==> config.mk <==
export PLATFORM = sky130hd
export DESIGN_NAME = sensor_matrix_crosstalk_comp_core
export DESIGN_NICKNAME = d
export VERILOG_FILES = /design/src/hw/rtl/smcc_pkg.sv /design/src/hw/rtl/smcc_ram.sv /design/src/hw/rtl/smcc_div.sv /design/src/hw/rtl/sensor_matrix_crosstalk_comp_core.sv
export SDC_FILE = /design/constraint.sdc
export NUM_CORES = 1
export LEC_CHECK = 0
export ABC_AREA = 1
export BUFFER_PORTS_ARGS = -buffer_cell sky130_fd_sc_hd__clkbuf_2
export CORE_MARGIN = 10
export CORE_UTILIZATION = 52
export DETAILED_ROUTE_END_ITERATION = 7
export GPL_TIMING_DRIVEN = 0
export PLACE_DENSITY = 0.8
export SKIP_CTS_REPAIR_TIMING = 1
export SYNTH_ARGS = -nofsm -noshare
export SYNTH_HDL_FRONTEND = slang
export SYNTH_SLANG_ARGS = --single-unit
==> constraint.sdc <==
create_clock -name clk_i -period 2.75 [get_ports clk_i]
set_input_delay 0 -clock clk_i [delete_from_list [all_inputs] [get_ports clk_i]]
set_output_delay 0 -clock clk_i [all_outputs]
set_load 0.05 [all_outputs]
==> src/hw/rtl/smcc_pkg.sv <==
// Package for the sensor matrix crosstalk compensator: word types and fixed constants.
`timescale 1ns / 1ps
`default_nettype none

package smcc_pkg;

  // Fixed field widths
  localparam int unsigned SAMPLE_W = 12;
  localparam int unsigned VALUE_W  = 10;
  // Compensated result is below 256, so the divider yields eight quotient bits
  localparam int unsigned QUOT_W   = 8;
  localparam int unsigned STEP_W   = 3;
  // Numerator 255*v fits in sample width plus quotient width
  localparam int unsigned NUM_W    = SAMPLE_W + QUOT_W;

  // Input word: one ADC reading
  typedef struct packed {
    logic [SAMPLE_W-1:0] sample;
    logic                frame_end;
  } smcc_in_t;

  // Output word: one scaled cell
  typedef struct packed {
    logic [VALUE_W-1:0] cell_value;
    logic               last_cell;
  } smcc_out_t;

  // Divider status towards the sequencer
  typedef struct packed {
    logic busy;
    logic done;
  } smcc_div_stat_t;

endpackage

`default_nettype wire

==> src/hw/rtl/smcc_ram.sv <==
// Generic single-port-write, single-port-read RAM with registered read data.
`timescale 1ns / 1ps
`default_nettype none

module smcc_ram #(
  parameter int unsigned WIDTH = 12,
  parameter int unsigned DEPTH = 16,
  localparam int unsigned ADDR_W = (DEPTH > 1) ? $clog2(DEPTH) : 1
) (
  input  wire logic              clk_i,
  input  wire logic              we_i,
  input  wire logic [ADDR_W-1:0] waddr_i,
  input  wire logic [WIDTH-1:0]  wdata_i,
  input  wire logic [ADDR_W-1:0] raddr_i,
  output logic      [WIDTH-1:0]  rdata_o
);

  logic [WIDTH-1:0] mem_q [DEPTH];
  logic [WIDTH-1:0] rdata_q;

  // Write port
  always_ff @(posedge clk_i) begin
    if (we_i) begin
      mem_q[waddr_i] <= wdata_i;
    end
  end

  // Registered read port
  always_ff @(posedge clk_i) begin
    rdata_q <= mem_q[raddr_i];
  end

  assign rdata_o = rdata_q;

endmodule

`default_nettype wire

==> src/hw/rtl/smcc_div.sv <==
// Shared iterative restoring divider, one quotient bit per cycle, quotient below 256.
`timescale 1ns / 1ps
`default_nettype none

module smcc_div
  import smcc_pkg::*;
#(
  parameter int unsigned DEN_W = 13
) (
  input  wire logic              clk_i,
  input  wire logic              rst_ni,
  input  wire logic              start_i,
  input  wire logic [NUM_W-1:0]  dividend_i,
  input  wire logic [DEN_W-1:0]  divisor_i,
  output logic      [QUOT_W-1:0] quotient_o,
  output smcc_div_stat_t         stat_o
);

  localparam int unsigned SH_W  = DEN_W + QUOT_W - 1;
  localparam int unsigned CMP_W = (SH_W > NUM_W) ? SH_W : NUM_W;

  logic [CMP_W-1:0]  rem_q, rem_d;
  logic [CMP_W-1:0]  dsh_q, dsh_d;
  logic [QUOT_W-1:0] quot_q, quot_d;
  logic [STEP_W-1:0] step_q, step_d;
  logic              busy_q, busy_d;
  logic              done_q, done_d;
  logic              fits;

  // Trial subtract of the shifted divisor
  assign fits = (rem_q >= dsh_q);

  always_comb begin
    rem_d  = rem_q;
    dsh_d  = dsh_q;
    quot_d = quot_q;
    step_d = step_q;
    busy_d = busy_q;
    done_d = 1'b0;
    if (start_i) begin
      rem_d  = CMP_W'(dividend_i);
      dsh_d  = CMP_W'(divisor_i) << (QUOT_W - 1);
      quot_d = '0;
      step_d = STEP_W'(QUOT_W - 1);
      busy_d = 1'b1;
    end else if (busy_q) begin
      if (fits) begin
        rem_d = rem_q - dsh_q;
      end
      quot_d = {quot_q[QUOT_W-2:0], fits};
      dsh_d  = dsh_q >> 1;
      step_d = step_q - STEP_W'(1);
      if (step_q == '0) begin
        busy_d = 1'b0;
        done_d = 1'b1;
      end
    end
  end

  // Control state
  always_ff @(posedge clk_i or negedge rst_ni) begin
    if (!rst_ni) begin
      busy_q <= 1'b0;
      done_q <= 1'b0;
      step_q <= '0;
    end else begin
      busy_q <= busy_d;
      done_q <= done_d;
      step_q <= step_d;
    end
  end

  // Datapath
  always_ff @(posedge clk_i) begin
    rem_q  <= rem_d;
    dsh_q  <= dsh_d;
    quot_q <= quot_d;
  end

  assign quotient_o  = quot_q;
  assign stat_o.busy = busy_q;
  assign stat_o.done = done_q;

endmodule

`default_nettype wire

==> src/hw/rtl/sensor_matrix_crosstalk_comp_core.sv <==
// Top level of the sensor matrix crosstalk compensator: frame load, column sums, sequencer.
//
//  Channel  Direction  Handshake              Word
//  in       input      in_valid_i/in_ready_o  smcc_in_t  {sample, frame_end}
//  out      output     out_valid_o/out_ready_i smcc_out_t {cell_value, last_cell}
//  cfg      input      cfg_valid_i/cfg_ready_o compensate_enable, always ready
//
//  Samples load at one word per cycle until the frame completes.
//  Each compensated cell then goes through read, set-up, 8 divider steps, done and
//  hand-off; a plain or zero cell goes only through read, set-up and hand-off.
//  Input is not ready while a frame is being emitted; output stalls hold the
//  sequencer in its hand-off state. Reset clears column sums and positions at once.
`timescale 1ns / 1ps
`default_nettype none

module sensor_matrix_crosstalk_comp_core
  import smcc_pkg::*;
#(
  parameter int unsigned ROWS       = 4,
  parameter int unsigned COLS       = 4,
  parameter int unsigned FULL_SCALE = 4095
) (
  input  wire logic     clk_i,
  input  wire logic     rst_ni,
  input  wire logic     in_valid_i,
  output logic          in_ready_o,
  input  wire smcc_in_t in_data_i,
  output logic          out_valid_o,
  input  wire logic     out_ready_i,
  output smcc_out_t     out_data_o,
  input  wire logic     cfg_valid_i,
  output logic          cfg_ready_o,
  input  wire logic     cfg_compensate_enable_i
);

  localparam int unsigned CELLS = ROWS * COLS;
  localparam int unsigned IDX_W = (CELLS > 1) ? $clog2(CELLS) : 1;
  localparam int unsigned COL_W = (COLS > 1) ? $clog2(COLS) : 1;
  localparam int unsigned CS_W  = $clog2(FULL_SCALE + 1);
  localparam int unsigned SUM_W = ((CS_W > SAMPLE_W) ? CS_W : SAMPLE_W) + 1;

  // Sequencer codes
  localparam logic [2:0] ST_LOAD = 3'd0;
  localparam logic [2:0] ST_READ = 3'd1;
  localparam logic [2:0] ST_CALC = 3'd2;
  localparam logic [2:0] ST_DIV  = 3'd3;
  localparam logic [2:0] ST_OUT  = 3'd4;

  logic [2:0]          state_q, state_d;
  logic [IDX_W-1:0]    pos_q, pos_d;
  logic [COL_W-1:0]    col_q, col_d;
  logic [IDX_W-1:0]    rd_idx_q, rd_idx_d;
  logic [COL_W-1:0]    rd_col_q, rd_col_d;
  logic [IDX_W-1:0]    last_idx_q, last_idx_d;
  logic                cfg_q;
  logic                comp_q, comp_d;
  logic [CS_W-1:0]     colsum_q [COLS];
  logic [VALUE_W-1:0]  res_q, res_d;
  logic                out_valid_q, out_valid_d;
  smcc_out_t           out_q, out_d;

  logic                in_fire;
  logic                frame_done;
  logic                cs_we;
  logic                cs_clr;
  logic [COL_W-1:0]    cs_idx;
  logic [CS_W-1:0]     cs_rd;
  logic [SUM_W-1:0]    cs_sum;
  logic [CS_W-1:0]     cs_new;
  logic [SAMPLE_W-1:0] cell_v;
  logic                div_start;
  logic [NUM_W-1:0]    div_num;
  logic [SUM_W-1:0]    div_den;
  logic [QUOT_W-1:0]   div_quot;
  smcc_div_stat_t      div_stat;
  logic                out_free;
  logic                is_last;

  // Frame store
  smcc_ram #(
    .WIDTH (SAMPLE_W),
    .DEPTH (CELLS)
  ) u_frame_ram (
    .clk_i   (clk_i),
    .we_i    (in_fire),
    .waddr_i (pos_q),
    .wdata_i (in_data_i.sample),
    .raddr_i (rd_idx_q),
    .rdata_o (cell_v)
  );

  // Shared divider
  smcc_div #(
    .DEN_W (SUM_W)
  ) u_div (
    .clk_i      (clk_i),
    .rst_ni     (rst_ni),
    .start_i    (div_start),
    .dividend_i (div_num),
    .divisor_i  (div_den),
    .quotient_o (div_quot),
    .stat_o     (div_stat)
  );

  assign in_ready_o  = (state_q == ST_LOAD);
  assign in_fire     = in_valid_i && in_ready_o;
  assign cfg_ready_o = 1'b1;
  assign frame_done  = in_data_i.frame_end || (pos_q == IDX_W'(CELLS - 1));
  assign out_free    = !out_valid_q || out_ready_i;
  assign is_last     = (rd_idx_q == last_idx_q);

  // Column sum read: load column while loading, emitted column otherwise
  assign cs_idx = (state_q == ST_LOAD) ? col_q : rd_col_q;
  assign cs_rd  = colsum_q[cs_idx];
  assign cs_sum = SUM_W'(cs_rd) + SUM_W'(in_data_i.sample);
  assign cs_new = (cs_sum > SUM_W'(FULL_SCALE)) ? CS_W'(FULL_SCALE) : cs_sum[CS_W-1:0];

  // Compensation operands: 255*v and FULL_SCALE - (colsum - v)
  assign div_num = (NUM_W'(cell_v) << QUOT_W) - NUM_W'(cell_v);
  assign div_den = SUM_W'(FULL_SCALE) + SUM_W'(cell_v) - SUM_W'(cs_rd);

  // Sequencer
  always_comb begin
    state_d     = state_q;
    pos_d       = pos_q;
    col_d       = col_q;
    rd_idx_d    = rd_idx_q;
    rd_col_d    = rd_col_q;
    last_idx_d  = last_idx_q;
    comp_d      = comp_q;
    res_d       = res_q;
    out_valid_d = out_valid_q && !out_ready_i;
    out_d       = out_q;
    cs_we       = 1'b0;
    cs_clr      = 1'b0;
    div_start   = 1'b0;
    case (state_q)
      ST_LOAD: begin
        if (in_fire) begin
          cs_we = 1'b1;
          if (frame_done) begin
            last_idx_d = pos_q;
            comp_d     = cfg_q;
            rd_idx_d   = '0;
            rd_col_d   = '0;
            state_d    = ST_READ;
          end else begin
            pos_d = pos_q + IDX_W'(1);
            col_d = (col_q == COL_W'(COLS - 1)) ? '0 : col_q + COL_W'(1);
          end
        end
      end
      ST_READ: begin
        state_d = ST_CALC;
      end
      ST_CALC: begin
        if (cell_v == '0) begin
          res_d   = '0;
          state_d = ST_OUT;
        end else if (!comp_q) begin
          res_d   = cell_v[SAMPLE_W-1:2];
          state_d = ST_OUT;
        end else begin
          div_start = 1'b1;
          state_d   = ST_DIV;
        end
      end
      ST_DIV: begin
        if (div_stat.done) begin
          res_d   = VALUE_W'(div_quot);
          state_d = ST_OUT;
        end
      end
      ST_OUT: begin
        if (out_free) begin
          out_valid_d         = 1'b1;
          out_d.cell_value    = res_q;
          out_d.last_cell     = is_last;
          if (is_last) begin
            cs_clr  = 1'b1;
            pos_d   = '0;
            col_d   = '0;
            state_d = ST_LOAD;
          end else begin
            rd_idx_d = rd_idx_q + IDX_W'(1);
            rd_col_d = (rd_col_q == COL_W'(COLS - 1)) ? '0 : rd_col_q + COL_W'(1);
            state_d  = ST_READ;
          end
        end
      end
      default: begin
        state_d = ST_LOAD;
      end
    endcase
  end

  // Control registers
  always_ff @(posedge clk_i or negedge rst_ni) begin
    if (!rst_ni) begin
      state_q     <= ST_LOAD;
      pos_q       <= '0;
      col_q       <= '0;
      rd_idx_q    <= '0;
      rd_col_q    <= '0;
      last_idx_q  <= '0;
      comp_q      <= 1'b1;
      out_valid_q <= 1'b0;
    end else begin
      state_q     <= state_d;
      pos_q       <= pos_d;
      col_q       <= col_d;
      rd_idx_q    <= rd_idx_d;
      rd_col_q    <= rd_col_d;
      last_idx_q  <= last_idx_d;
      comp_q      <= comp_d;
      out_valid_q <= out_valid_d;
    end
  end

  // Configuration register
  always_ff @(posedge clk_i or negedge rst_ni) begin
    if (!rst_ni) begin
      cfg_q <= 1'b1;
    end else if (cfg_valid_i && cfg_ready_o) begin
      cfg_q <= cfg_compensate_enable_i;
    end
  end

  // Saturating column sums, cleared after each frame
  always_ff @(posedge clk_i or negedge rst_ni) begin
    if (!rst_ni) begin
      for (int c = 0; c < COLS; c++) begin
        colsum_q[c] <= '0;
      end
    end else if (cs_clr) begin
      for (int c = 0; c < COLS; c++) begin
        colsum_q[c] <= '0;
      end
    end else if (cs_we) begin
      colsum_q[col_q] <= cs_new;
    end
  end

  // Result and output word
  always_ff @(posedge clk_i) begin
    res_q <= res_d;
    out_q <= out_d;
  end

  assign out_valid_o = out_valid_q;
  assign out_data_o  = out_q;

endmodule

`default_nettype wire

==> summary.md <==
| Metric | Value |
|---|---|
| Status | complete, but fails checks |
| Violated checks | hold timing, setup timing |
| WP data required | 3180 ps |
| Final min period | 3320 ps |
| First-pass GRT wire length | between 70 and 80 mm |
| Synthesized area per cell | 9.12 um2 |
| Clock latency at the later pin of the worst-skew pair | between 500 and 600 ps |
| Data arrival, critical path | 3750 ps |
| Share of flip-flops with an asynchronous set or reset | 21.6% |
| Share of cells above drive strength 1 | 16.5% |
| Die Span X | ~200 um |
| Worst slew margin | 23.5% |
| Tightest Pin Transition | 1140 ps |
| Die Span Y | about 200 um |
| DP HPWL | between 30 and 40 mm |
| Via density | ~5.7 |
| Synth Flop Type | edfxtp_1 |
| Commonest cells in the netlist | nand2_1 (470), edfxtp_1 (246), nor2_1 (227), inv_1 (191), o21ai_0 (172) |
| Final non-filler cell total | 2,505 |
| Gp weighted congestion | 0.967 |
| Antenna Cells | 0 |
| Slowest CP cell | dfrtp_1 |
| Row cnt | 67 |
| Syn_nets | around 2,000 |
| Crit path max fanout | 6 |
| Main area contributors after synthesis | edfxtp_1 (42%), dfrtp_1 (10%), nand2_1 (10%) |
| Yosys top cell area share | 42.1% |
| Nets | roughly 2,100 |
| Max Cap Viol | 0 |
| Worst min path class | in -> async |
| R2R cell count | 20 |
| DIE AREA | 41,500 um2 |
| Root Driver | clkbuf_16 |
| Hold slack | -23.9 ps |
| Number of synthesized flops with an enable pin | 246 |
| Area of the core | between 30,000 and 40,000 um2 |
| GR Util All Layers | a little under a quarter |
| Routed Antenna Nets | 0 |
| Clock Path Buffers | 3 |
| Flops & latches, synth | 348 |
| # clock sinks | between 300 and 400 |
| Cells after synthesis | 1,922 |
| Unrepaired setup endpoints after global routing | yes |
| Final Hold Fails | 44 |
| Mapped Area | 17,500 um2 |
| Initial Utilization | between 50% and 60% |
| CTS Buf Count | 37 |
| Final Setup Violations | 59 |
| Drt total wl | 50.3 mm |
| Initial drt markers | 1,712 |
| Vias post-DR | 14,396 |
| Critical-path cell list | nor2_2 > inv_2 > nor2_4 > clkinv_4 > o21ai_4 > inv_2 > buf_6 > or2_0 > nand2_1 > nand2_2 > ha_4 > nand2_1 > a21oi_1 > nor2_2 > nand3_4 > a21oi_4 > buf_12 > nand2_8 > nand2_1 > nand2_1 |
| Crit start category | register |
| Clock Skews | 27.3 ps |
| CP peak stage delay | ~400 ps |
| CP most frequent cell | nand2_1 |
| Top-count cell post-synth | nand2_1 |
| Initial DRT Pass Iterations | 6 |
| PortBufs | 31 |
| Syn-to-layout area delta | 18.2% |
| Final worst-path cycle share | 121% |
| Max Clk Rate | 301 MHz |
| Maximum number of pins on one net before global-route repair | 51 |
| Sequential cell area fraction in the yosys report | 55.9% |
| Yosys cell types | 44 |
| Yosys warning count | 0 |
| Worst slack, placed | -745 ps |
| Remaining DRCs | 0 |
| Post-route setup slack | -569 ps |
| CTS tree | done |
| Max-slew violation count | 0 |
| Crit Path Class | reg -> reg |
| WL per Instance | 20.1 um |
| Type of destination of the critical path | register |
| Synth area leader | edfxtp_1 |
| GRT overflow | 0 |
| Fill cells | around 2,700 |
| Vias in the first global route | 13,690 |
| Placed cell count | 2,406 |
| Initial antenna violation count | 0 |
| Htree depth | 2 |
| Ports | 33 |
| Reg clk slew, reported paths | approximately 60 ps |
worst paths after layout:
check | startpoint | end | slack [ps]
worst max-delay path | state_q[1] | colsum_q[38] | -570
worst min-delay path | rst_ni | colsum_q[7] | -20
worst max register to register | state_q[1] | colsum_q[38] | -570
worst min register to register | res_q[2] | out_data_o[3] | 420
max in group asynchronous | rst_ni | comp_q | 2420
min in group clk_i | in_data_i[12] | u_frame_ram.mem_q[13][11] | -20
cell usage in the layout (no fill, tap or decap), types with 24 or more instances in the layout:
cell type,instances
dfrtp_1,73
nand2_1,391
a21oi_1,28
o21ai_0,168
edfxtp_1,246
nand2_2,55
dfxtp_1,27
clkbuf_16,37
nand3_1,128
buf_2,26
o211ai_1,58
clkbuf_1,32
buf_4,24
nor2_1,209
ha_1,44
inv_1,188
clkbuf_2,31
metal layers:
metal | global-route usage [%] | vias to the layer above | wire length (um)
li1 | - | 6656 | -
met1 | 28.8 | 6835 | 19400
met2 | 38.4 | 747 | 24100
met3 | 4.46 | 158 | 4460
met4 | 11.3 | 0 | 2360
met5 | 0 | - | 0
through the flow:
step / util, % / TNS [ps] / area [um2] / hold WS [ps]
6_report: 62.1 / -27820 / 20700 / -23.9
5_1_grt: 62.1 / -35970 / 20700 / 3.49
4_1_cts: 59.4 / -69260 / 19800 / -602
3_5_place_dp: 55.8 / -65350 / 18600 / -24.2
3_3_place_gp: 55.5 / -59710 / 18500 / 185
2_1_floorplan: - / -12010 / 17800 / -296
cell type report:
class	count	area (um2)	area share (%)
Buffer	72	412	1.99
Clock buffer	46	980	4.73
Clock inverter	21	238	1.15
Inverter	208	788	3.80
Multi-Input combinational cell	1295	7430	35.8
Sequential cell	348	9810	47.3
Tap cell	448	561	2.70
Timing Repair Buffer	67	514	2.48
flip-flops by register name, indices dropped and copies added, names as in the netlist, 3 cells and up:
name	count
colsum_q	48
last_idx_q	4
out_data_o	11
pos_q	4
rd_idx_q	4
res_q	10
state_q	3
u_div.dsh_q	20
u_div.quotient_o	8
u_div.rem_q	20
u_div.step_q	3
u_frame_ram.mem_q	192
u_frame_ram.rdata_o	12
cells by family (layout without fill, tap and decap cells):
| kind of cell | after synthesis | after routing | share of synthesized area (%) |
|---|---|---|---|
| DFF | 348 | 348 | 55.9 |
| AOI/OAI and AO/OA | 303 | 304 | 9.91 |
| xor gates and xnor gates | 32 | 32 | 1.60 |
| buffers and inverters | 280 | 414 | 6.59 |
| muxes | 4 | 4 | 0.228 |
| and+or+nand+nor | 889 | 889 | 21.0 |
| other | 1 | 1 | 0.0214 |
| adders and majority gates | 65 | 65 | 4.77 |
worst max-delay path, delay by kind of cell (launching register included):
family          cells  cell delay (ps)
compound gates      3              600
simple gates       11             1340
fa+ha+maj           1              240
flops               1              390
buf+inv             5              610
Power is left out: the tool's default activity adds up to more than one toggle a clock period on the data nets, which glitch-free logic cannot reach.
